`src/rtl/core/gh_pkg.sv`:
```
// shared types, constants and the gf(2^128) multiply for the ghash accumulator
// no dependencies; used by every module of the block
`default_nettype none

package gh_pkg;

    localparam int DATA_W      = 64;
    localparam int BLOCK_W     = 128;
    localparam int COUNT_W     = 61;
    localparam int BYTE_CNT_W  = 5;
    localparam int APB_ADDR_W  = 4;
    localparam int APB_DATA_W  = 64;
    localparam int QUEUE_DEPTH = 2;

    localparam logic [BYTE_CNT_W-1:0] BLOCK_BYTES = BYTE_CNT_W'(16);
    localparam logic [COUNT_W-1:0]    COUNT_MAX   = '1;

    // register index taken from paddr[3]
    localparam logic REG_H_HI = 1'b0;
    localparam logic REG_H_LO = 1'b1;

    typedef enum logic [1:0] {
        REQ_RESTART = 2'd0,
        REQ_AAD     = 2'd1,
        REQ_TEXT    = 2'd2,
        REQ_FINAL   = 2'd3
    } req_t;

    typedef enum logic [1:0] {
        OP_CLEAR  = 2'd0,
        OP_ABSORB = 2'd1,
        OP_FINAL  = 2'd2
    } op_t;

    typedef struct packed {
        logic [1:0]            req_type;
        logic [DATA_W-1:0]     block_hi;
        logic [DATA_W-1:0]     block_lo;
        logic [BYTE_CNT_W-1:0] byte_count;
    } in_t;

    typedef struct packed {
        logic [DATA_W-1:0] digest_hi;
        logic [DATA_W-1:0] digest_lo;
    } out_t;

    typedef struct packed {
        op_t                op;
        logic [BLOCK_W-1:0] blk;
    } qent_t;

    typedef struct packed {
        logic has_room;
        logic has_data;
    } qstat_t;

    // gcm bit order: msb of the word is the coefficient of x^0
    function automatic logic [BLOCK_W-1:0] gf_mul(input logic [BLOCK_W-1:0] x,
                                                 input logic [BLOCK_W-1:0] y);
        logic [BLOCK_W-1:0]   a;
        logic [BLOCK_W-1:0]   b;
        logic [2*BLOCK_W-2:0] p;
        logic [BLOCK_W-2:0]   q;
        logic [BLOCK_W+5:0]   f;
        logic [5:0]           r;
        logic [BLOCK_W-1:0]   g;
        logic [BLOCK_W-1:0]   z;
        int                   k;
        int                   i;
        for (i = 0; i < BLOCK_W; i++) begin
            a[i] = x[BLOCK_W-1-i];
            b[i] = y[BLOCK_W-1-i];
        end
        // carry-less product, each bit an independent xor tree
        p = '0;
        for (k = 0; k < 2*BLOCK_W-1; k++) begin
            for (i = 0; i < BLOCK_W; i++) begin
                if ((k - i) >= 0 && (k - i) < BLOCK_W) begin
                    p[k] = p[k] ^ (a[i] & b[k-i]);
                end
            end
        end
        // x^128 = 1 + x + x^2 + x^7, folded twice
        q = p[2*BLOCK_W-2:BLOCK_W];
        f = {6'b0, p[BLOCK_W-1:0]} ^ {7'b0, q} ^ {6'b0, q, 1'b0}
            ^ {5'b0, q, 2'b0} ^ {q, 7'b0};
        r = f[BLOCK_W+5:BLOCK_W];
        g = f[BLOCK_W-1:0] ^ {122'b0, r} ^ {121'b0, r, 1'b0}
            ^ {120'b0, r, 2'b0} ^ {115'b0, r, 7'b0};
        for (i = 0; i < BLOCK_W; i++) begin
            z[i] = g[BLOCK_W-1-i];
        end
        return z;
    endfunction

endpackage

`default_nettype wire

```
`src/rtl/core/gh_front.sv`:
```
// front end: accepts request words, masks blocks, keeps the byte counts
// and pushes one command per useful word into the queue; uses gh_pkg
`default_nettype none

module gh_front (
    input  wire logic          aclk,
    input  wire logic          aresetn,
    input  wire logic          s_valid,
    output logic               s_ready,
    input  wire gh_pkg::in_t   s_payload,
    input  wire gh_pkg::qstat_t q_stat,
    output logic               push,
    output gh_pkg::qent_t      push_ent
);

    logic [gh_pkg::COUNT_W-1:0]    aad_reg, aad_next;
    logic [gh_pkg::COUNT_W-1:0]    text_reg, text_next;
    logic [gh_pkg::BYTE_CNT_W-1:0] nc;
    logic [gh_pkg::BLOCK_W-1:0]    mask;
    logic [gh_pkg::COUNT_W:0]      aad_sum, text_sum;
    logic                          accept;
    gh_pkg::req_t                  req;

    assign s_ready = q_stat.has_room;
    assign accept  = s_valid && s_ready;
    assign req     = gh_pkg::req_t'(s_payload.req_type);
    assign nc      = (s_payload.byte_count > gh_pkg::BLOCK_BYTES) ?
                     gh_pkg::BLOCK_BYTES : s_payload.byte_count;

    always_comb begin
        for (int b = 0; b < 16; b++) begin
            mask[gh_pkg::BLOCK_W-1-8*b -: 8] =
                (gh_pkg::BYTE_CNT_W'(b) < nc) ? 8'hFF : 8'h00;
        end
    end

    assign aad_sum  = {1'b0, aad_reg}  + (gh_pkg::COUNT_W+1)'(nc);
    assign text_sum = {1'b0, text_reg} + (gh_pkg::COUNT_W+1)'(nc);

    always_comb begin
        aad_next     = aad_reg;
        text_next    = text_reg;
        push         = 1'b0;
        push_ent.op  = gh_pkg::OP_CLEAR;
        push_ent.blk = '0;
        if (accept) begin
            unique case (req)
                gh_pkg::REQ_RESTART: begin
                    push      = 1'b1;
                    aad_next  = '0;
                    text_next = '0;
                end
                gh_pkg::REQ_AAD, gh_pkg::REQ_TEXT: begin
                    // a zero byte count absorbs nothing at all
                    if (nc != '0) begin
                        push         = 1'b1;
                        push_ent.op  = gh_pkg::OP_ABSORB;
                        push_ent.blk = {s_payload.block_hi, s_payload.block_lo} & mask;
                        if (req == gh_pkg::REQ_AAD) begin
                            aad_next = aad_sum[gh_pkg::COUNT_W] ?
                                       gh_pkg::COUNT_MAX : aad_sum[gh_pkg::COUNT_W-1:0];
                        end else begin
                            text_next = text_sum[gh_pkg::COUNT_W] ?
                                        gh_pkg::COUNT_MAX : text_sum[gh_pkg::COUNT_W-1:0];
                        end
                    end
                end
                gh_pkg::REQ_FINAL: begin
                    // lengths block in bits
                    push         = 1'b1;
                    push_ent.op  = gh_pkg::OP_FINAL;
                    push_ent.blk = {aad_reg, 3'b000, text_reg, 3'b000};
                    aad_next     = '0;
                    text_next    = '0;
                end
                default: begin
                    push = 1'b0;
                end
            endcase
        end
    end

    always_ff @(posedge aclk) begin
        if (!aresetn) begin
            aad_reg  <= '0;
            text_reg <= '0;
        end else begin
            aad_reg  <= aad_next;
            text_reg <= text_next;
        end
    end

    a_restart_clears: assert property (@(posedge aclk) disable iff (!aresetn)
        (accept && req == gh_pkg::REQ_RESTART) |=> (aad_reg == '0 && text_reg == '0))
        else $error("restart did not clear the byte counts");

endmodule

`default_nettype wire

```
`config.mk`:
```
export PLATFORM = sky130hd
export DESIGN_NAME = gh_front
export DESIGN_NICKNAME = d
export VERILOG_FILES = /design/src/rtl/core/gh_pkg.sv /design/src/rtl/core/gh_front.sv
export SDC_FILE = /design/constraint.sdc
export NUM_CORES = 1
export LEC_CHECK = 0
export ABC_AREA = 1
export BUFFER_PORTS_ARGS = -buffer_cell sky130_fd_sc_hd__buf_4
export CELL_PAD_IN_SITES_DETAIL_PLACEMENT = 1
export CELL_PAD_IN_SITES_GLOBAL_PLACEMENT = 1
export CORE_ASPECT_RATIO = 0.8
export CORE_UTILIZATION = 30
export CTS_BUF_LIST = sky130_fd_sc_hd__clkbuf_16
export CTS_CLUSTER_SIZE = 30
export DETAILED_ROUTE_END_ITERATION = 7
export GPL_ROUTABILITY_DRIVEN = 0
export PLACE_DENSITY = 0.81
export SETUP_SLACK_MARGIN = 0.05
export SKIP_LAST_GASP = 1
export SLEW_MARGIN = 20
export SYNTH_ARGS = -nofsm -noshare
export SYNTH_HDL_FRONTEND = slang
export SYNTH_SLANG_ARGS = --single-unit
export TNS_END_PERCENT = 100
```
`constraint.sdc`:
```
create_clock -name aclk -period 2.6 [get_ports aclk]
set_clock_uncertainty 0.1 [all_clocks]
set_input_delay 0.52 -clock aclk [delete_from_list [all_inputs] [get_ports aclk]]
set_output_delay 0.52 -clock aclk [all_outputs]
set_load 0.01 [all_outputs]
```
==> results_dict.tcl, run 1 <==
set metrics [dict create \
    run_status "finished with violations" \
    failed_checks "setup timing" \
    r2r-start "aad_reg[4]$_SDFFE_PN0P_" \
    syn_area_per_cell_um2 5.45 \
    ff2ff_path_depth 13 \
    rows 65 \
    drive_gt1_frac 0.237 \
    layout_setup_ws_ns -0.0739 \
    io_pins 272 \
    holdCritStartpoint "aresetn" \
    sequential_to_total_area_share_from_yosys_stat 0.202 \
    global_route.usage.met1 0.405 \
    initial_utilization 0.305 \
    critPathMaxStageDelay_ns 0.28 \
    fp.dieArea_mm2 0.0410 \
    cp.buffers_inverters 7 \
    post-route-period-util 1.03 \
    clock_tree_from_tritoncts "built" \
    power_density_mw_per_mm2 322 \
    synth-seq-cells 122 \
    worst_setup_path_start_kind "primary input" \
    fp.coreArea_mm2 0.0395 \
    grt_first_pass_wirelength_mm 92.4 \
    top_usage_layer "met2" \
    clk_latency_ns 0.44 \
    timing.critical_path.required_ns 1.98 \
    hold-path-cell-count 3 \
    routed_wl_mm 61.6 \
    path_class "in -> out" \
    cts_max_path_buffers 2 \
    via_per_inst 5.34 \
    report.final.slew_viol_count 0 \
    ant_nets 0 \
    max_cap_viol_count 0 \
    synth.yosys.warnings 0 \
    timing.slew.headroom 0.538 \
    average_wire_per_cell_in_the_routed_design_um 19.7 \
    die_width_um 226 \
    synthesis.instances 2212 \
    capturing_point_of_the_worst_reg2reg_path "aad_reg[8]$_SDFFE_PN0P_" \
    post-route-drc-count 0 \
    crit_path_cell_trace "buf_4, inv_4, buf_4, nand2_2, inv_4, nand3_4, nand2_4, inv_4, buf_12, nand2_1, or2_2, a21oi_1, buf_4" \
    report.power.total_uw 5440 \
    cpLargestDelayFamily "buffers and inverters" \
    first_pass_iters 6 \
    grt-ovfl-total 0 \
    hold_class "in -> reg" \
    max_slew.worst_pin.slew_ns 0.686 \
    cts_clk_pin_slew_worst_paths_ns 0.06 \
    io_buffers 270 \
    synthToLayoutAreaGrowth_pct 40.3 \
    clock-root-buffer "sky130_fd_sc_hd__clkbuf_16" \
    rsz0062_at_grt "yes" \
    place_hpwl_mm 46.6 \
    die_height_um 181 \
    crit_path_max_fanout 8 \
    r2r_setup_slack_ns 0.16 \
    count_of_hold_buffers_inserted_by_post_cts_repair 0 \
    track_usage 0.288 \
    slowest_stage "sky130_fd_sc_hd__or2_2" \
    synth_nets 2369 \
    timing.final.hold_violations 0 \
    netlist_area_before_placement_mm2 0.0121 \
    vias 16700 \
    global_route.usage.met3 0.0485 \
    pin_count_of_the_biggest_net_entering_global_routing 73 \
    drtIter0Drc 1323 \
    achievable-frequency_mhz 374 \
    yosys.cell_types.count 48 \
    clock_sinks 122 \
    total_negative_setup_slacks_ns -0.146 \
    min_delay_worst_endpoint "aad_reg[53]$_SDFFE_PN0P_" \
    worst_setup_path_end_kind "output port" \
    cts-buffers-inserted 17 \
    fin_crit_ns 2.67 \
    max-vdd-ir-drop_mv 0.349 \
    number_of_global_route_vias_before_repair 16600 \
    leakage_uw 0.00695 \
    antenna-diode-count 0 \
    cts_htree_levels 4 \
    data_arrival_at_the_endpoint_of_the_critical_path_ns 2.05 \
    final-setup-viol-count 4 \
    initial_antenna_violation_count 0 \
    fin_nets 2727 \
    grt_use_met2 0.449 \
]
[layer usage]
metal | share of wire | up-vias
met3 | 0.083 | 97
met5 | 0 | -
met4 | 0.021 | 0
li1 | - | 7761
met1 | 0.45 | 8089
met2 | 0.44 | 718
[cell type report]
cell class,count,area [µm²]
Multi-Input combinational cell,1741,8710
Sequential cell,122,2440
Clock inverter,15,143
Timing Repair Buffer,425,3520
Clock buffer,17,425
Inverter,263,1010
Tap cell,536,671
Fill cell,5390,22600
[cells in the mapped netlist (all sizes together)]
library cell | count | area, µm²
nand4 | 42 | 282
nor3 | 14 | 97.6
o22ai | 35 | 219
xnor2 | 9 | 78.8
a41o | 1 | 10.0
dfxtp | 122 | 2440
xor2 | 27 | 236
o21bai | 3 | 26.3
fa | 2 | 40.0
inv | 262 | 983
nand2 | 775 | 2940
nand3 | 176 | 943
nand3b | 14 | 105
and2 | 7 | 43.8
nor2 | 313 | 1280
clkbuf | 51 | 194
a21oi | 195 | 1010
clkinv | 1 | 3.75
nor3b | 6 | 45.0
nand2b | 3 | 18.8
a22oi | 21 | 158
a21boi | 1 | 7.51
or2 | 17 | 106
ha | 15 | 188
o2111ai | 5 | 43.8
o21ai | 55 | 287
o211ai | 5 | 37.5
buf | 35 | 238
[timing repair]
item | 4_1_cts | 5_1_grt
buffers inserted | 6 | 9
pin swaps | 7 | 23
endpoints found under the setup margin | 75 | 185
resized for setup | 32 | 93
[worst max path at each step]
stage	to	start	slack [ns]	depth (start not counted)
final	push_ent[12]	s_payload[2]	-0.07	13
after detailed placement	aad_reg[54]$_SDFFE_PN0P_	s_payload[4]	-0.33	15
after floorplan	push_ent[27]	s_payload[133]	0.06	9
after global placement	push_ent[115]	s_payload[134]	-0.22	10
after global routing	push_ent[12]	s_payload[2]	-0.1	13
after CTS	push_ent[83]	s_payload[4]	-0.02	9
[tightest hold or removal path: cells and delay by family]
kind,cells,cell delay [ns]
buffers and inverters,1,0.14
AND/OR/NAND/NOR,1,0.06
AO/OA/AOI/OAI,1,0.03
[stage by stage]
step                instance area (µm²)  hold WS, ns  worst slack [ns]  utilization  instances
finish                            16900        0.259           -0.0739        0.428       3119
global route                      16900        0.260           -0.0967        0.428       3119
CTS                               16400        0.248           -0.0167        0.416       3113
detailed placement                15700        0.394            -0.326        0.397       3076
global placement                  15700        0.383            -0.222        0.397       3076
floorplan                         12100        0.362            0.0560            -       2212
[where the power goes]
part | internal (µW) | leakage, µW | total [µW] | switching, µW
Combinational | 488 | 0.00567 | 1120 | 633
Sequential | 1870 | 0.000983 | 1880 | 6.92
Clock | 1470 | 0.000291 | 2440 | 970
Total | 3830 | 0.00695 | 5440 | 1610
[cell families (layout without fill, tap and decap cells)]
group,after synthesis,in the layout,synth area share
AO/OA/AOI/OAI,321,321,0.149
XOR/XNOR,36,36,0.0261
adder cells (fa/ha/maj),17,17,0.0189
buffers and inverters,349,720,0.118
flip-flops,122,122,0.202
AND/OR/NAND/NOR,1367,1367,0.486
[layout by cell type (no fill, tap or decap), types with 21 or more instances in the layout]
cell / synthesis / routed
sky130_fd_sc_hd__a21oi_1: 187 / 175
sky130_fd_sc_hd__buf_12: 0 / 21
sky130_fd_sc_hd__buf_4: 7 / 389
sky130_fd_sc_hd__dfxtp_1: 122 / 121
sky130_fd_sc_hd__inv_1: 256 / 251
sky130_fd_sc_hd__nand2_1: 764 / 759
sky130_fd_sc_hd__nand3_1: 165 / 164
sky130_fd_sc_hd__nand4_1: 39 / 39
sky130_fd_sc_hd__nor2_1: 287 / 279
sky130_fd_sc_hd__o21ai_0: 29 / 27
sky130_fd_sc_hd__o21ai_1: 23 / 22
sky130_fd_sc_hd__o22ai_2: 0 / 23
sky130_fd_sc_hd__xor2_1: 27 / 27
No activity file was read; power rests on OpenSTA's default activity.
==> run 2, diff against run 1 <==
--- a/config.mk
+++ b/config.mk
@@ -10,12 +10,12 @@
 export CELL_PAD_IN_SITES_DETAIL_PLACEMENT = 1
 export CELL_PAD_IN_SITES_GLOBAL_PLACEMENT = 1
 export CORE_ASPECT_RATIO = 0.8
-export CORE_UTILIZATION = 30
+export CORE_UTILIZATION = 33
 export CTS_BUF_LIST = sky130_fd_sc_hd__clkbuf_16
 export CTS_CLUSTER_SIZE = 30
 export DETAILED_ROUTE_END_ITERATION = 7
 export GPL_ROUTABILITY_DRIVEN = 0
-export PLACE_DENSITY = 0.81
+export PLACE_DENSITY = 0.87
 export SETUP_SLACK_MARGIN = 0.05
 export SKIP_LAST_GASP = 1
 export SLEW_MARGIN = 20
==> run 2 against run 1 <==
The run still ends with setup timing left; final cell count decreased by 1.8%; die area shrank 9.0%; first-iteration DRC count rose by 14%; clock-buffer cell count did not move; fmax fell by 3.2%; wire length grew 1.5%; clock power is 2% higher; cell area is 0.21% lower; hold slack better by 0.012 ns; non-clock buffer count unchanged; largest cell class unchanged; largest power group unchanged; highest routed layer unchanged.
==> results_dict.tcl, run 2 (synthesis results as in run 1) <==
set metrics [dict create \
    cts_clk_pin_slew_worst_paths_ns 0.06 \
    max_cap_viol_count 0 \
    worst_setup_path_start_kind "primary input" \
    fin_crit_ns 2.76 \
    mostFrequentLayoutCells "sky130_fd_sc_hd__nand2_1 (754), sky130_fd_sc_hd__buf_4 (393), sky130_fd_sc_hd__nor2_1 (271)" \
    worst_setup_path_end_kind "output port" \
    timing.final.hold_violations 0 \
    report.power.total_uw 5500 \
    first_pass_iters 5 \
    setup_slack_after_placement_ns -0.209 \
    grt_first_pass_wirelength_mm 94.6 \
    die_width_um 216 \
    timing.slew.headroom 0.559 \
    grt-ovfl-total 0 \
    drive_gt1_frac 0.242 \
    timing.critical_path.required_ns 1.98 \
    fin_nets 2727 \
    leakage_uw 0.00691 \
    layout_commonest_cell "sky130_fd_sc_hd__nand2_1" \
    run_status "finished with violations" \
    io_pins 272 \
    failed_checks "setup timing" \
    clock-root-buffer "sky130_fd_sc_hd__clkbuf_16" \
    io_buffers 270 \
    synthToLayoutAreaGrowth_pct 40.0 \
    cts_max_path_buffers 2 \
    number_of_global_route_vias_before_repair 17000 \
    fp.coreArea_mm2 0.0359 \
    drtIter0Drc 1503 \
    clock_tree_from_tritoncts "built" \
    path_class "in -> out" \
    layout_setup_ws_ns -0.162 \
    routed_wl_mm 62.5 \
    post-route-period-util 1.06 \
    hold_class "in -> reg" \
    worst_setup_path_startpoint "s_payload[3]" \
    power_density_mw_per_mm2 326 \
    fillCellCount 4931 \
    antenna-diode-count 0 \
    clk_latency_ns 0.44 \
    die_height_um 173 \
    final.hold.worst_slack_ns 0.271 \
    r2r-start "aad_reg[0]$_SDFFE_PN0P_" \
    initial_antenna_violation_count 1 \
    vias 17000 \
    achievable-frequency_mhz 362 \
    via_per_inst 5.55 \
    fp.dieArea_mm2 0.0373 \
    initial_utilization 0.336 \
    holdCritStartpoint "aresetn" \
    max-vdd-ir-drop_mv 0.367 \
    clock_sinks 122 \
    rsz0062_at_grt "yes" \
    max_slew.worst_pin.slew_ns 0.655 \
    cts_htree_levels 4 \
    final-setup-viol-count 15 \
    track_usage 0.320 \
    count_of_hold_buffers_inserted_by_post_cts_repair 0 \
    report.final.slew_viol_count 0 \
    data_arrival_at_the_endpoint_of_the_critical_path_ns 2.14 \
    pin_count_of_the_biggest_net_entering_global_routing 88 \
    crit_path_max_fanout 8 \
    average_wire_per_cell_in_the_routed_design_um 20.4 \
    place_hpwl_mm 45.4 \
    cts-buffers-inserted 17 \
    ant_nets 0 \
    rows 62 \
    post-route-drc-count 0 \
]
run 2: worst max-delay path, cell delays in order:
cell and delay (ns):
sky130_fd_sc_hd__buf_4 0.09, sky130_fd_sc_hd__buf_6 0.15, sky130_fd_sc_hd__nor2_4 0.08, sky130_fd_sc_hd__buf_12 0.14, sky130_fd_sc_hd__nor2_4 0.16, sky130_fd_sc_hd__o21ai_2 0.10
sky130_fd_sc_hd__a41o_4 0.32, sky130_fd_sc_hd__o22ai_1 0.18, sky130_fd_sc_hd__inv_1 0.11, sky130_fd_sc_hd__nor2_1 0.14, sky130_fd_sc_hd__buf_4 0.14
run 2: final timing paths:
kind | slack [ns] | cells after the start | to
worst min-delay path | 0.27 | 3 | text_reg[53]$_SDFFE_PN0P_
worst min register to register | 0.42 | 2 | aad_reg[51]$_SDFFE_PN0P_
worst max-delay path | -0.16 | 11 | push_ent[24]
worst max register to register | 0.07 | 13 | aad_reg[24]$_SDFFE_PN0P_
run 2: cell type report:
cell class,instances,area [µm²],area share
inverter,263,1010,0.0600
sequential,122,2440,0.145
clock inverter,15,151,0.00897
tap,480,601,0.0356
clock buffer,17,425,0.0252
timing repair buffer,425,3510,0.208
multi-input combinational,1741,8740,0.518
run 2: power breakdown:
part           total, µW  switching, µW  leakage (µW)  internal [µW]
Clock               2490           1070      0.000271           1410
Sequential          1880           6.09      0.000982           1870
Combinational       1140            648       0.00566            491
Total               5500           1730       0.00691           3770
run 2: timing repair:
action / in CTS / in global routing
resized for setup: 42 / 98
buffers inserted: 8 / 6
pin swaps: 9 / 18
setup endpoints to repair: 78 / 126
run 2: metal layers:
layer | up-vias | wire (µm) | track usage | part of all wire
li1 | 7772 | - | - | -
met2 | 864 | 27800 | 0.500 | 0.44
met4 | 0 | 1880 | 0.109 | 0.030
met5 | - | 0 | 0 | 0
met3 | 144 | 5940 | 0.0690 | 0.095
met1 | 8226 | 26900 | 0.432 | 0.43
run 2: through the flow:
step / util / std cells / instance area (µm²) / setup TNS, ns
2_1_floorplan: - / 2212 / 12100 / 0
3_3_place_gp: 0.435 / 3020 / 15600 / -5.56
3_5_place_dp: 0.435 / 3020 / 15600 / -16.07
4_1_cts: 0.457 / 3060 / 16400 / 0
5_1_grt: 0.470 / 3063 / 16900 / -1.79
6_report: 0.470 / 3063 / 16900 / -0.708
