===== src/rtl/core/gh_pkg.sv =====
// shared types, constants and the gf(2^128) multiply for the ghash accumulator
// no dependencies; used by every module of the block
`default_nettype none

package gh_pkg;

    localparam int DATA_W      = 64;
    localparam int BLOCK_W     = 128;
    localparam int COUNT_W     = 61;
    localparam int BYTE_CNT_W  = 5;
    localparam int APB_ADDR_W  = 4;
    localparam int APB_DATA_W  = 64;
    localparam int QUEUE_DEPTH = 2;

    localparam logic [BYTE_CNT_W-1:0] BLOCK_BYTES = BYTE_CNT_W'(16);
    localparam logic [COUNT_W-1:0]    COUNT_MAX   = '1;

    // register index taken from paddr[3]
    localparam logic REG_H_HI = 1'b0;
    localparam logic REG_H_LO = 1'b1;

    typedef enum logic [1:0] {
        REQ_RESTART = 2'd0,
        REQ_AAD     = 2'd1,
        REQ_TEXT    = 2'd2,
        REQ_FINAL   = 2'd3
    } req_t;

    typedef enum logic [1:0] {
        OP_CLEAR  = 2'd0,
        OP_ABSORB = 2'd1,
        OP_FINAL  = 2'd2
    } op_t;

    typedef struct packed {
        logic [1:0]            req_type;
        logic [DATA_W-1:0]     block_hi;
        logic [DATA_W-1:0]     block_lo;
        logic [BYTE_CNT_W-1:0] byte_count;
    } in_t;

    typedef struct packed {
        logic [DATA_W-1:0] digest_hi;
        logic [DATA_W-1:0] digest_lo;
    } out_t;

    typedef struct packed {
        op_t                op;
        logic [BLOCK_W-1:0] blk;
    } qent_t;

    typedef struct packed {
        logic has_room;
        logic has_data;
    } qstat_t;

    // gcm bit order: msb of the word is the coefficient of x^0
    function automatic logic [BLOCK_W-1:0] gf_mul(input logic [BLOCK_W-1:0] x,
                                                 input logic [BLOCK_W-1:0] y);
        logic [BLOCK_W-1:0]   a;
        logic [BLOCK_W-1:0]   b;
        logic [2*BLOCK_W-2:0] p;
        logic [BLOCK_W-2:0]   q;
        logic [BLOCK_W+5:0]   f;
        logic [5:0]           r;
        logic [BLOCK_W-1:0]   g;
        logic [BLOCK_W-1:0]   z;
        int                   k;
        int                   i;
        for (i = 0; i < BLOCK_W; i++) begin
            a[i] = x[BLOCK_W-1-i];
            b[i] = y[BLOCK_W-1-i];
        end
        // carry-less product, each bit an independent xor tree
        p = '0;
        for (k = 0; k < 2*BLOCK_W-1; k++) begin
            for (i = 0; i < BLOCK_W; i++) begin
                if ((k - i) >= 0 && (k - i) < BLOCK_W) begin
                    p[k] = p[k] ^ (a[i] & b[k-i]);
                end
            end
        end
        // x^128 = 1 + x + x^2 + x^7, folded twice
        q = p[2*BLOCK_W-2:BLOCK_W];
        f = {6'b0, p[BLOCK_W-1:0]} ^ {7'b0, q} ^ {6'b0, q, 1'b0}
            ^ {5'b0, q, 2'b0} ^ {q, 7'b0};
        r = f[BLOCK_W+5:BLOCK_W];
        g = f[BLOCK_W-1:0] ^ {122'b0, r} ^ {121'b0, r, 1'b0}
            ^ {120'b0, r, 2'b0} ^ {115'b0, r, 7'b0};
        for (i = 0; i < BLOCK_W; i++) begin
            z[i] = g[BLOCK_W-1-i];
        end
        return z;
    endfunction

endpackage

`default_nettype wire


===== src/rtl/core/gh_queue.sv =====
// short command queue between front and back ends
// register based, depth from the top level; uses gh_pkg
`default_nettype none

module gh_queue #(
    parameter int DEPTH = gh_pkg::QUEUE_DEPTH
) (
    input  wire logic           aclk,
    input  wire logic           aresetn,
    input  wire logic           push,
    input  wire gh_pkg::qent_t  push_ent,
    input  wire logic           pop,
    output gh_pkg::qstat_t      q_stat,
    output gh_pkg::qent_t       head_ent
);

    localparam int PTR_W = (DEPTH > 1) ? $clog2(DEPTH) : 1;
    localparam int CNT_W = $clog2(DEPTH + 1);

    gh_pkg::qent_t    slot_reg [DEPTH];
    logic [PTR_W-1:0] wr_reg, wr_next;
    logic [PTR_W-1:0] rd_reg, rd_next;
    logic [CNT_W-1:0] cnt_reg, cnt_next;
    logic             do_push;
    logic             do_pop;

    assign q_stat.has_room = (cnt_reg != CNT_W'(DEPTH));
    assign q_stat.has_data = (cnt_reg != '0);
    assign head_ent        = slot_reg[rd_reg];
    assign do_push         = push && q_stat.has_room;
    assign do_pop          = pop && q_stat.has_data;

    always_comb begin
        wr_next  = wr_reg;
        rd_next  = rd_reg;
        cnt_next = cnt_reg;
        if (do_push) begin
            wr_next = (wr_reg == PTR_W'(DEPTH - 1)) ? '0 : wr_reg + 1'b1;
        end
        if (do_pop) begin
            rd_next = (rd_reg == PTR_W'(DEPTH - 1)) ? '0 : rd_reg + 1'b1;
        end
        if (do_push && !do_pop) begin
            cnt_next = cnt_reg + 1'b1;
        end else if (do_pop && !do_push) begin
            cnt_next = cnt_reg - 1'b1;
        end
    end

    always_ff @(posedge aclk) begin
        if (do_push) begin
            slot_reg[wr_reg] <= push_ent;
        end
    end

    always_ff @(posedge aclk) begin
        if (!aresetn) begin
            wr_reg  <= '0;
            rd_reg  <= '0;
            cnt_reg <= '0;
        end else begin
            wr_reg  <= wr_next;
            rd_reg  <= rd_next;
            cnt_reg <= cnt_next;
        end
    end

    a_cnt_bound: assert property (@(posedge aclk) disable iff (!aresetn)
        cnt_reg <= CNT_W'(DEPTH))
        else $error("queue fill count beyond depth");

    a_no_underflow: assert property (@(posedge aclk) disable iff (!aresetn)
        pop |-> cnt_reg != '0)
        else $error("pop from empty queue");

endmodule

`default_nettype wire


===== config.mk =====
export PLATFORM = sky130hd
export DESIGN_NAME = gh_queue
export DESIGN_NICKNAME = d
export VERILOG_FILES = /design/src/rtl/core/gh_pkg.sv /design/src/rtl/core/gh_queue.sv
export SDC_FILE = /design/constraint.sdc
export NUM_CORES = 1
export LEC_CHECK = 0
export BUFFER_PORTS_ARGS = -buffer_cell sky130_fd_sc_hd__buf_2
export CAP_MARGIN = 40
export CORE_ASPECT_RATIO = 0.5
export CORE_MARGIN = 2
export CORE_UTILIZATION = 53
export DETAILED_ROUTE_END_ITERATION = 10
export GPL_ROUTABILITY_DRIVEN = 0
export MAX_ROUTING_LAYER = met4
export PLACE_DENSITY = 0.83
export SYNTH_ARGS = -nofsm -noshare
export SYNTH_HDL_FRONTEND = slang
export SYNTH_SLANG_ARGS = --single-unit
export TNS_END_PERCENT = 20

===== constraint.sdc =====
create_clock -name aclk -period 10.4 [get_ports aclk]
set_input_delay 2.08 -clock aclk [delete_from_list [all_inputs] [get_ports aclk]]
set_output_delay 2.08 -clock aclk [all_outputs]
set_load 0.05 [all_outputs]

==> results of run 1 <==
## synth_stat cells
master,instances,area share
xor2_1,1,0.00091
and3_1,1,0.00065
a21boi_0,1,0.00078
edfxtp_1,260,0.81
o21ai_0,1,0.00052
dfxtp_1,5,0.010
nand3b_1,1,0.00078
xnor2_1,2,0.0018
inv_1,1,0.00039
or3_1,1,0.00065
buf_4,1,0.00078
and2_1,4,0.0026
buf_2,3,0.0016
mux2_2,130,0.15
o21ai_1,1,0.00052
ha_1,1,0.0013
or2_2,1,0.00065
a21boi_1,1,0.00078
a21bo_2,1,0.0010
nand2b_4,1,0.0014
buf_6,10,0.012
## power by group through the flow
| stage | sequential [uW] | clock, uW | combinational (uW) |
|---|---|---|---|
| after floorplan | 1390 | 0 | 953 |
| after global placement | 1410 | 0 | 1140 |
| after detailed placement | 1420 | 0 | 1160 |
| after CTS | 1400 | 770 | 1170 |
| after global routing | 1410 | 816 | 1200 |
| final | 1400 | 752 | 1150 |
## layout make-up
class	count	area [sq um]	share of cell area
multi-input cells	148	1610	0.135
flip-flops and latches	265	7910	0.666
repair buffers	271	1410	0.119
well taps	234	293	0.0247
inverters	1	6.26	0.000527
diodes	2	5.00	0.000421
clock buffers	27	591	0.0497
clock inverters	11	52.6	0.00443
## layout by cell type (no fill, tap or decap), types with 4 or more instances in the layout
master / Yosys / final
buf_2: 3 / 265
dfxtp_1: 5 / 4
clkbuf_16: 0 / 23
clkinv_1: 0 / 4
clkinv_2: 0 / 6
edfxtp_1: 260 / 260
and2_1: 4 / 4
mux2_2: 130 / 130
clkbuf_1: 0 / 4
## final timing paths
path / startpoint / end / slack, ns / cells after the start
setup / recovery: register / head_ent[100] / 5.45 / 4
hold / removal: cnt_reg[1] / cnt_reg[1] / 0.56 / 2
hold reg to reg: cnt_reg[1] / cnt_reg[1] / 0.56 / 2
setup reg to reg: cnt_reg[0] / slot_reg[1][54] / 8.05 / 3
## per-stage QoR
| stage | total power, uW | setup slack (ns) |
|---|---|---|
| floorplan | 2350 | 4.77 |
| global placement | 2550 | 5.91 |
| detailed placement | 2580 | 5.94 |
| CTS | 3330 | 5.41 |
| global route | 3430 | 5.27 |
| finish | 3300 | 5.45 |
## logic make-up after synthesis
| kind of cell | after synthesis | synth area share |
|---|---|---|
| adders and majority gates | 1 | 0.00130 |
| muxes | 130 | 0.152 |
| DFF | 265 | 0.820 |
| and+or+nand+nor | 9 | 0.00674 |
| buffers and inverters | 15 | 0.0144 |
| xor gates and xnor gates | 3 | 0.00272 |
| AOI/OAI and AO/OA | 5 | 0.00363 |
## critical path, cell delays in order (launching register included)
cell	delay [ns]
dfxtp_4	0.83
buf_4	0.59
buf_12	0.30
mux2_2	0.37
buf_2	0.21
## per-layer routing
metal  global-route usage  vias to the layer above  share of wire
li1                     -                     2269              -
met1                0.221                     2394           0.40
met2                0.335                      119           0.53
met3               0.0359                       43          0.041
met4               0.0652                        0          0.030
met5                    -                        -              0
==> out/metrics.cfg, run 1 <==
[outcome]
outcome=complete, no violations

[power]
switching_share=0.376
switching_power_uw=1240
seqPwrFrac=0.423
ir_worst_vdd_uv=163
comb_power_share=0.350
p_leak_uw=0.00441
power.clock.fraction=0.228
internal_power_uw=2060
power.density_mw_per_mm2=278

[timing]
hold_viol_final=0
setup_viol_count_final=0
max_freq_mhz=202
drv_slew=0
finalSetupTns_ns=0
fin_skew_ns=0.0123
period_share=0.476
relSlewSlack=0.422
rsz0062_at_grt=no
whs_ns=0.562
fin_crit_ns=4.95
worst_slew_pin_slew_ns=0.867

[clock_network]
cts_inserted_buffers=23
cts_resized=0
clk-insertion-delay-late_ns=0.50
clock_path_buffers=3
h-tree-depth=1
clock-sinks=265
post_cts_buffers=0
cts_hold_buffers=0
cts_tree=yes
cts.reportedPaths.clkPinSlew_ns=0.06
cts_root_buf=clkbuf_16

[floorplanning]
die_area_sq_mm=0.0194
dieWidth_um=195
ios=266
core-area_sq_mm=0.0176
initial_core_util=0.548
dieHeight_um=99.4
rows=34

[setup_path]
path_max_fanout=55
criticalPathCategory=register to output pin
crit_required_ns=8.32
start_kind=register
cp_data_arrival_time_ns=2.87
cp-end-kind=output pin

[synth]
mappedNetlistArea_sq_mm=0.00965
yosys.cell_types.count=21
netlist_instances=428
yosysWarnings=0
syn_nets=563
ys_seq_area_frac=0.820
postSynthAreaPerCell_sq_um=22.5
ys_seq_elements=265

[grt]
overflow=0
grt_usage=0.189
first_global_vias=5057
grt_pass1_wl_um=27300
grt_max_degree=66
antenna_found_initial=2

[flow_run]
drv_cap=0

[route]
drc_errors=0
ant_nets=0
firstDrtPassIters=4
drt_wl_total_um=18300
avgViaCountPerCell=5.03
vias=4825
avgRoutedWirePerCell_um=19.0
drtIter0Drc=227

[place]
dp.cells=919
numPortBuffers=265
hpwl_um=12200
place_area_sq_mm=0.0112

[layout]
postLayoutCellArea_sq_mm=0.0119
final_net_count=845
area_growth_pct=23.1
final_util=0.674
largest_reg_flops=260
stdcell_count=959
drive_above_1_share=0.604
fillCellCount=1187

[worst_hold_path]
hp-class=register to register

No activity file was read; power rests on OpenSTA's default activity.
==> inputs of run 2 (changes only) <==
- CORE_UTILIZATION: 53 -> 47
- PLACE_DENSITY: 0.83 -> 0.78
- clock period: 10.4 -> 4 ns (I/O delays scaled with it)
==> run 2 against run 1 <==
Effect of this change: design area grew 1.6%; critical path depth shrank 1; clock power grew to 3.0 times the previous value; register-to-register slack lost 6.1 ns; via count grew 0.89%; routed wire length grew 0.91%; die area grew 12%; final cell count grew 4.1%; sequential power grew to 2.6 times the previous value; power grew to 2.7 times the previous value; global-route usage shrank 1.9 points; hold slack lost 0.083 ns; critical endpoint is now head_ent[124]; largest cell class unchanged; largest power group unchanged; highest routed layer unchanged.
==> out/metrics.cfg, run 2 (synthesis gave the netlist of run 1 again) <==
[outcome]
outcome=complete, no violations

[route]
drc_errors=0
met1Wirelength_um=6590
routed-wl-met3_um=816
vias=4868
ant_nets=0
drt_wl_total_um=18400
avgRoutedWirePerCell_um=18.5
drtIter0Drc=220
avgViaCountPerCell=4.88
firstDrtPassIters=4
routed.top_layer=met4
wl_met2_um=10300

[setup_path]
criticalPathCategory=register to output pin
cp_slowest_cell=dfxtp_4
reg2reg_depth=3
worst-r2r-setup-slack_ns=1.92
max_stage_delay_ns=0.71
crit_family=flip-flops
reg2reg_to=slot_reg[1][17]
crit_required_ns=3.20
critPathBufInv=2
r2r-start=cnt_reg[0]
cp-end-kind=output pin
cp_num_cells=3
start_kind=register
path_cells=buf_12, mux2_2, buf_2
cp_data_arrival_time_ns=2.27
endpoint=head_ent[124]
path_max_fanout=69

[clock_network]
h-tree-depth=1
cts_tree=yes
cts_root_buf=clkbuf_16
cts_hold_buffers=0
clk-insertion-delay-late_ns=0.50
cts_inserted_buffers=23
clock_path_buffers=3
clock-sinks=265
cts.reportedPaths.clkPinSlew_ns=0.07
cts_resized=0
post_cts_buffers=0

[floorplanning]
initial_core_util=0.488
ios=266
rows=36
dieWidth_um=207
dieHeight_um=105
die_area_sq_mm=0.0218
core-area_sq_mm=0.0198

[place]
hpwl_um=12400
numPortBuffers=265

[timing]
setup_viol_count_final=0
relSlewSlack=0.504
hold_viol_final=0
fin_skew_ns=0.00711
max_freq_mhz=325
worst_slew_pin_slew_ns=0.744
fin_crit_ns=3.07
rsz0062_at_grt=no
period_share=0.769
drv_slew=0
finalSetupTns_ns=0

[power]
p_leak_uw=0.00446
ir_worst_vdd_uv=583
power.density_mw_per_mm2=737
finalPower_uw=8890

[layout]
final_net_count=846
layout_common_cells=buf_2 (265), edfxtp_1 (260), mux2_2 (130)
largest_reg_flops=260
drive_above_1_share=0.613
fillCellCount=1432
area_growth_pct=25.0
final_common_cell=buf_2

[worst_hold_path]
hold_depth=1
hp-class=primary input to register

[grt]
grt_usage=0.170
overflow=0
first_global_vias=5091
grt_max_degree=70
antenna_found_initial=5
grt_pass1_wl_um=27200

[flow_run]
drv_cap=0

## run 2: stage by stage
step | setup slack, ns | cells | util | instance area [sq um] | hold WS [ns]
floorplan | 0.107 | 428 | - | 9650 | 0.512
global placement | 1.41 | 952 | 0.570 | 11300 | 0.532
detailed placement | 1.40 | 952 | 0.570 | 11300 | 0.557
CTS | 0.863 | 993 | 0.609 | 12100 | 0.453
global route | 0.799 | 998 | 0.610 | 12100 | 0.455
finish | 0.926 | 998 | 0.610 | 12100 | 0.480
## run 2: cell type report
cell class	instances	area (sq um)	area share
Sequential cell	265	7910	0.656
Multi-Input combinational cell	148	1610	0.133
Timing Repair Buffer	272	1420	0.117
Clock buffer	25	583	0.0483
Tap cell	266	333	0.0276
Clock inverter	16	193	0.0160
Antenna cell	5	12.5	0.00104
Inverter	1	6.26	0.000519
## run 2: routing by layer
| metal | track usage | vias up |
|---|---|---|
| met4 | 0.0679 | 0 |
| li1 | - | 2272 |
| met2 | 0.316 | 145 |
| met1 | 0.173 | 2397 |
| met3 | 0.0393 | 54 |
| met5 | - | - |
## run 2: report_power, final
part / total (uW) / internal, uW / switching, uW
Sequential: 3610 / 3470 / 141
Clock: 2270 / 1320 / 946
Combinational: 3010 / 834 / 2180
## run 2: worst min path at each step
stage | startpoint | end | slack, ns
after floorplan | cnt_reg[1] | cnt_reg[1] | 0.51
after global placement | cnt_reg[1] | cnt_reg[1] | 0.53
after detailed placement | cnt_reg[1] | cnt_reg[1] | 0.56
after CTS | push_ent[33] | slot_reg[1][33] | 0.45
after global routing | push_ent[15] | slot_reg[1][15] | 0.45
final | push_ent[89] | slot_reg[0][89] | 0.48
==> inputs of run 3 (changes only) <==
- ABC_AREA: unset -> 1
- CORE_UTILIZATION: 47 -> 52
- PLACE_DENSITY: 0.78 -> 0.81
- clock period: 4 -> 2.9 ns (I/O delays scaled with it)
==> run 3 against run 2 <==
Effect of this change: critical path depth is the same; setup slack lost 0.76 ns; clock power grew 26%; clock skew grew 0.0034 ns; highest routed layer unchanged; register-to-register slack lost 0.56 ns; critical path type unchanged; critical endpoint is now head_ent[101]; via count grew 1.9%.
==> out/metrics.cfg, run 3 <==
[power]
p_leak_uw=0.00448
switching_power_uw=4290
power.density_mw_per_mm2=980
comb_power_share=0.331
finalPower_uw=11800
seqPwrFrac=0.426
ir_worst_vdd_uv=670
internal_power_uw=7500
switching_share=0.364
power.clock.fraction=0.243

[layout]
area_growth_pct=24.7
largest_reg_flops=260
drive_above_1_share=0.597
layout_common_cells=buf_2 (265), edfxtp_1 (260), mux2_2 (130)
fillCellCount=1264
postLayoutCellArea_sq_mm=0.0120
final_util=0.657
final_common_cell=buf_2
final_net_count=858

[synth]
synth_edf_count=260
synth_largest_area_cell=edfxtp_1
yosys_most_used_dff=edfxtp_1
synth_most_common_cell=edfxtp_1
ys_seq_area_frac=0.820
syn_nets=576
netlist_instances=441
yosysWarnings=0
async_reset_ff_frac=0
synth_commonest_cells=edfxtp_1 (260), mux2_2 (130), buf_6 (10), nand2_1 (9)
postSynthAreaPerCell_sq_um=21.9
synth_area_leaders=edfxtp_1 (81%), mux2_2 (15%), buf_6 (1.2%)
mappedNetlistArea_sq_mm=0.00965
yosysTopAreaCellShare=0.809
yosys.cell_types.count=15
ys_seq_elements=265

[outcome]
outcome=complete, no violations

[worst_hold_path]
hp-class=primary input to register
hold_depth=1
min-delay-start=push_ent[44]
hold_path_end=slot_reg[0][44]

[timing]
whs_ns=0.273
rsz0062_at_grt=no
period_share=0.942
fin_skew_ns=0.0106
relSlewSlack=0.689
hold_viol_final=0
fin_crit_ns=2.73
setup_viol_count_final=0
worst_slew_pin_slew_ns=0.466
drv_slew=0
max_freq_mhz=366
fin_ws_ns=0.168

[clock_network]
clock_path_buffers=3
h-tree-depth=1
clock-sinks=265
post_cts_buffers=0
cts.reportedPaths.clkPinSlew_ns=0.07
clk-insertion-delay-late_ns=0.49
cts_resized=0
cts_tree=yes
cts_hold_buffers=0
cts_inserted_buffers=23
cts_root_buf=clkbuf_16

[setup_path]
reg2reg_to=slot_reg[1][11]
cp-end-kind=output pin
path_max_fanout=58
critPathBufInv=2
cp_data_arrival_time_ns=2.15
crit_required_ns=2.32
max_stage_delay_ns=0.62
criticalPathCategory=register to output pin
worst-r2r-setup-slack_ns=1.36
start_kind=register
reg2reg_depth=5
crit_family=flip-flops
r2r-start=cnt_reg[0]
cp_slowest_cell=dfxtp_4
path_cells=buf_12, mux2_2, buf_2

[grt]
grt_usage=0.182
antenna_found_initial=4
overflow=0
grt_pass1_wl_um=26800
first_global_vias=5289
grt_max_degree=79

[route]
firstDrtPassIters=4
ant_nets=0
avgViaCountPerCell=5.04
drt_wl_total_um=18300
vias=4962
avgRoutedWirePerCell_um=18.6
drc_errors=0
drtIter0Drc=259

[floorplanning]
core-area_sq_mm=0.0183
dieWidth_um=197
initial_core_util=0.527
ios=266
rows=35
dieHeight_um=100
die_area_sq_mm=0.0197

[place]
hpwl_um=11800
numPortBuffers=265
place_area_sq_mm=0.0113
dp_worst_setup_slack_ns=0.682

[flow_run]
drv_cap=0

run 3: cell types whose count changed after synthesis, sizes merged, moves of 2 or more:
cell	change
inv	+7
nor2	+8
xnor2	-2
and2	-4
a21boi	-2
nand2	+9
run 3: worst reg2reg max path, delay by kind of cell (launching register included):
| kind | cells | cell delay (ns) |
|---|---|---|
| flops | 1 | 0.35 |
| simple gates | 3 | 0.30 |
| buf+inv | 2 | 0.44 |
run 3: final cells by class:
class                      instances  area [sq um]  area share
antenna                            5          12.5     0.00104
clock buffer                      30           622      0.0517
clock inverter                    11          82.6     0.00687
inverter                           8          30.0     0.00250
multi-input combinational        154          1620       0.135
sequential                       265          7910       0.658
tap                              240           300      0.0250
timing repair buffer             271          1450       0.120
run 3: worst max path at each step:
stage | endpoint | slack, ns | cells past startpoint
2_1_floorplan | slot_reg[0][0] | -0.09 | 2
3_3_place_gp | head_ent[61] | 0.69 | 3
3_5_place_dp | head_ent[59] | 0.68 | 3
4_1_cts | head_ent[37] | 0.14 | 3
5_1_grt | head_ent[83] | 0.08 | 3
6_report | head_ent[101] | 0.17 | 3
run 3: metrics by stage:
| step | cells | TNS (ns) |
|---|---|---|
| floorplan | 441 | -19.66 |
| global placement | 938 | 0 |
| detailed placement | 938 | 0 |
| CTS | 979 | 0 |
| global route | 984 | 0 |
| finish | 984 | 0 |
run 3: kinds of logic after synthesis:
logic type               synth area share
AO/OA/AOI/OAI                     0.00233
flip-flops                          0.820
buffers and inverters              0.0171
adder cells (fa/ha/maj)           0.00130
multiplexers                        0.152
AND/OR/NAND/NOR                   0.00778
run 3: power by group through the flow:
stage          logic [uW]  registers [uW]  clock network (uW)
2_1_floorplan        3140            5040                   0
3_3_place_gp         3890            5060                   0
3_5_place_dp         3930            5100                   0
4_1_cts              3950            5020                2940
5_1_grt              4070            5060                3080
6_report             3900            5020                2860
run 3: per-layer routing:
metal | up-vias | global-route usage | wire length, um | part of all wire
met3 | 41 | 0.0316 | 654 | 0.036
li1 | 2303 | - | - | -
met1 | 2505 | 0.200 | 7040 | 0.39
met4 | 0 | 0.0648 | 541 | 0.030
met2 | 113 | 0.338 | 10000 | 0.55
met5 | - | - | 0 | 0
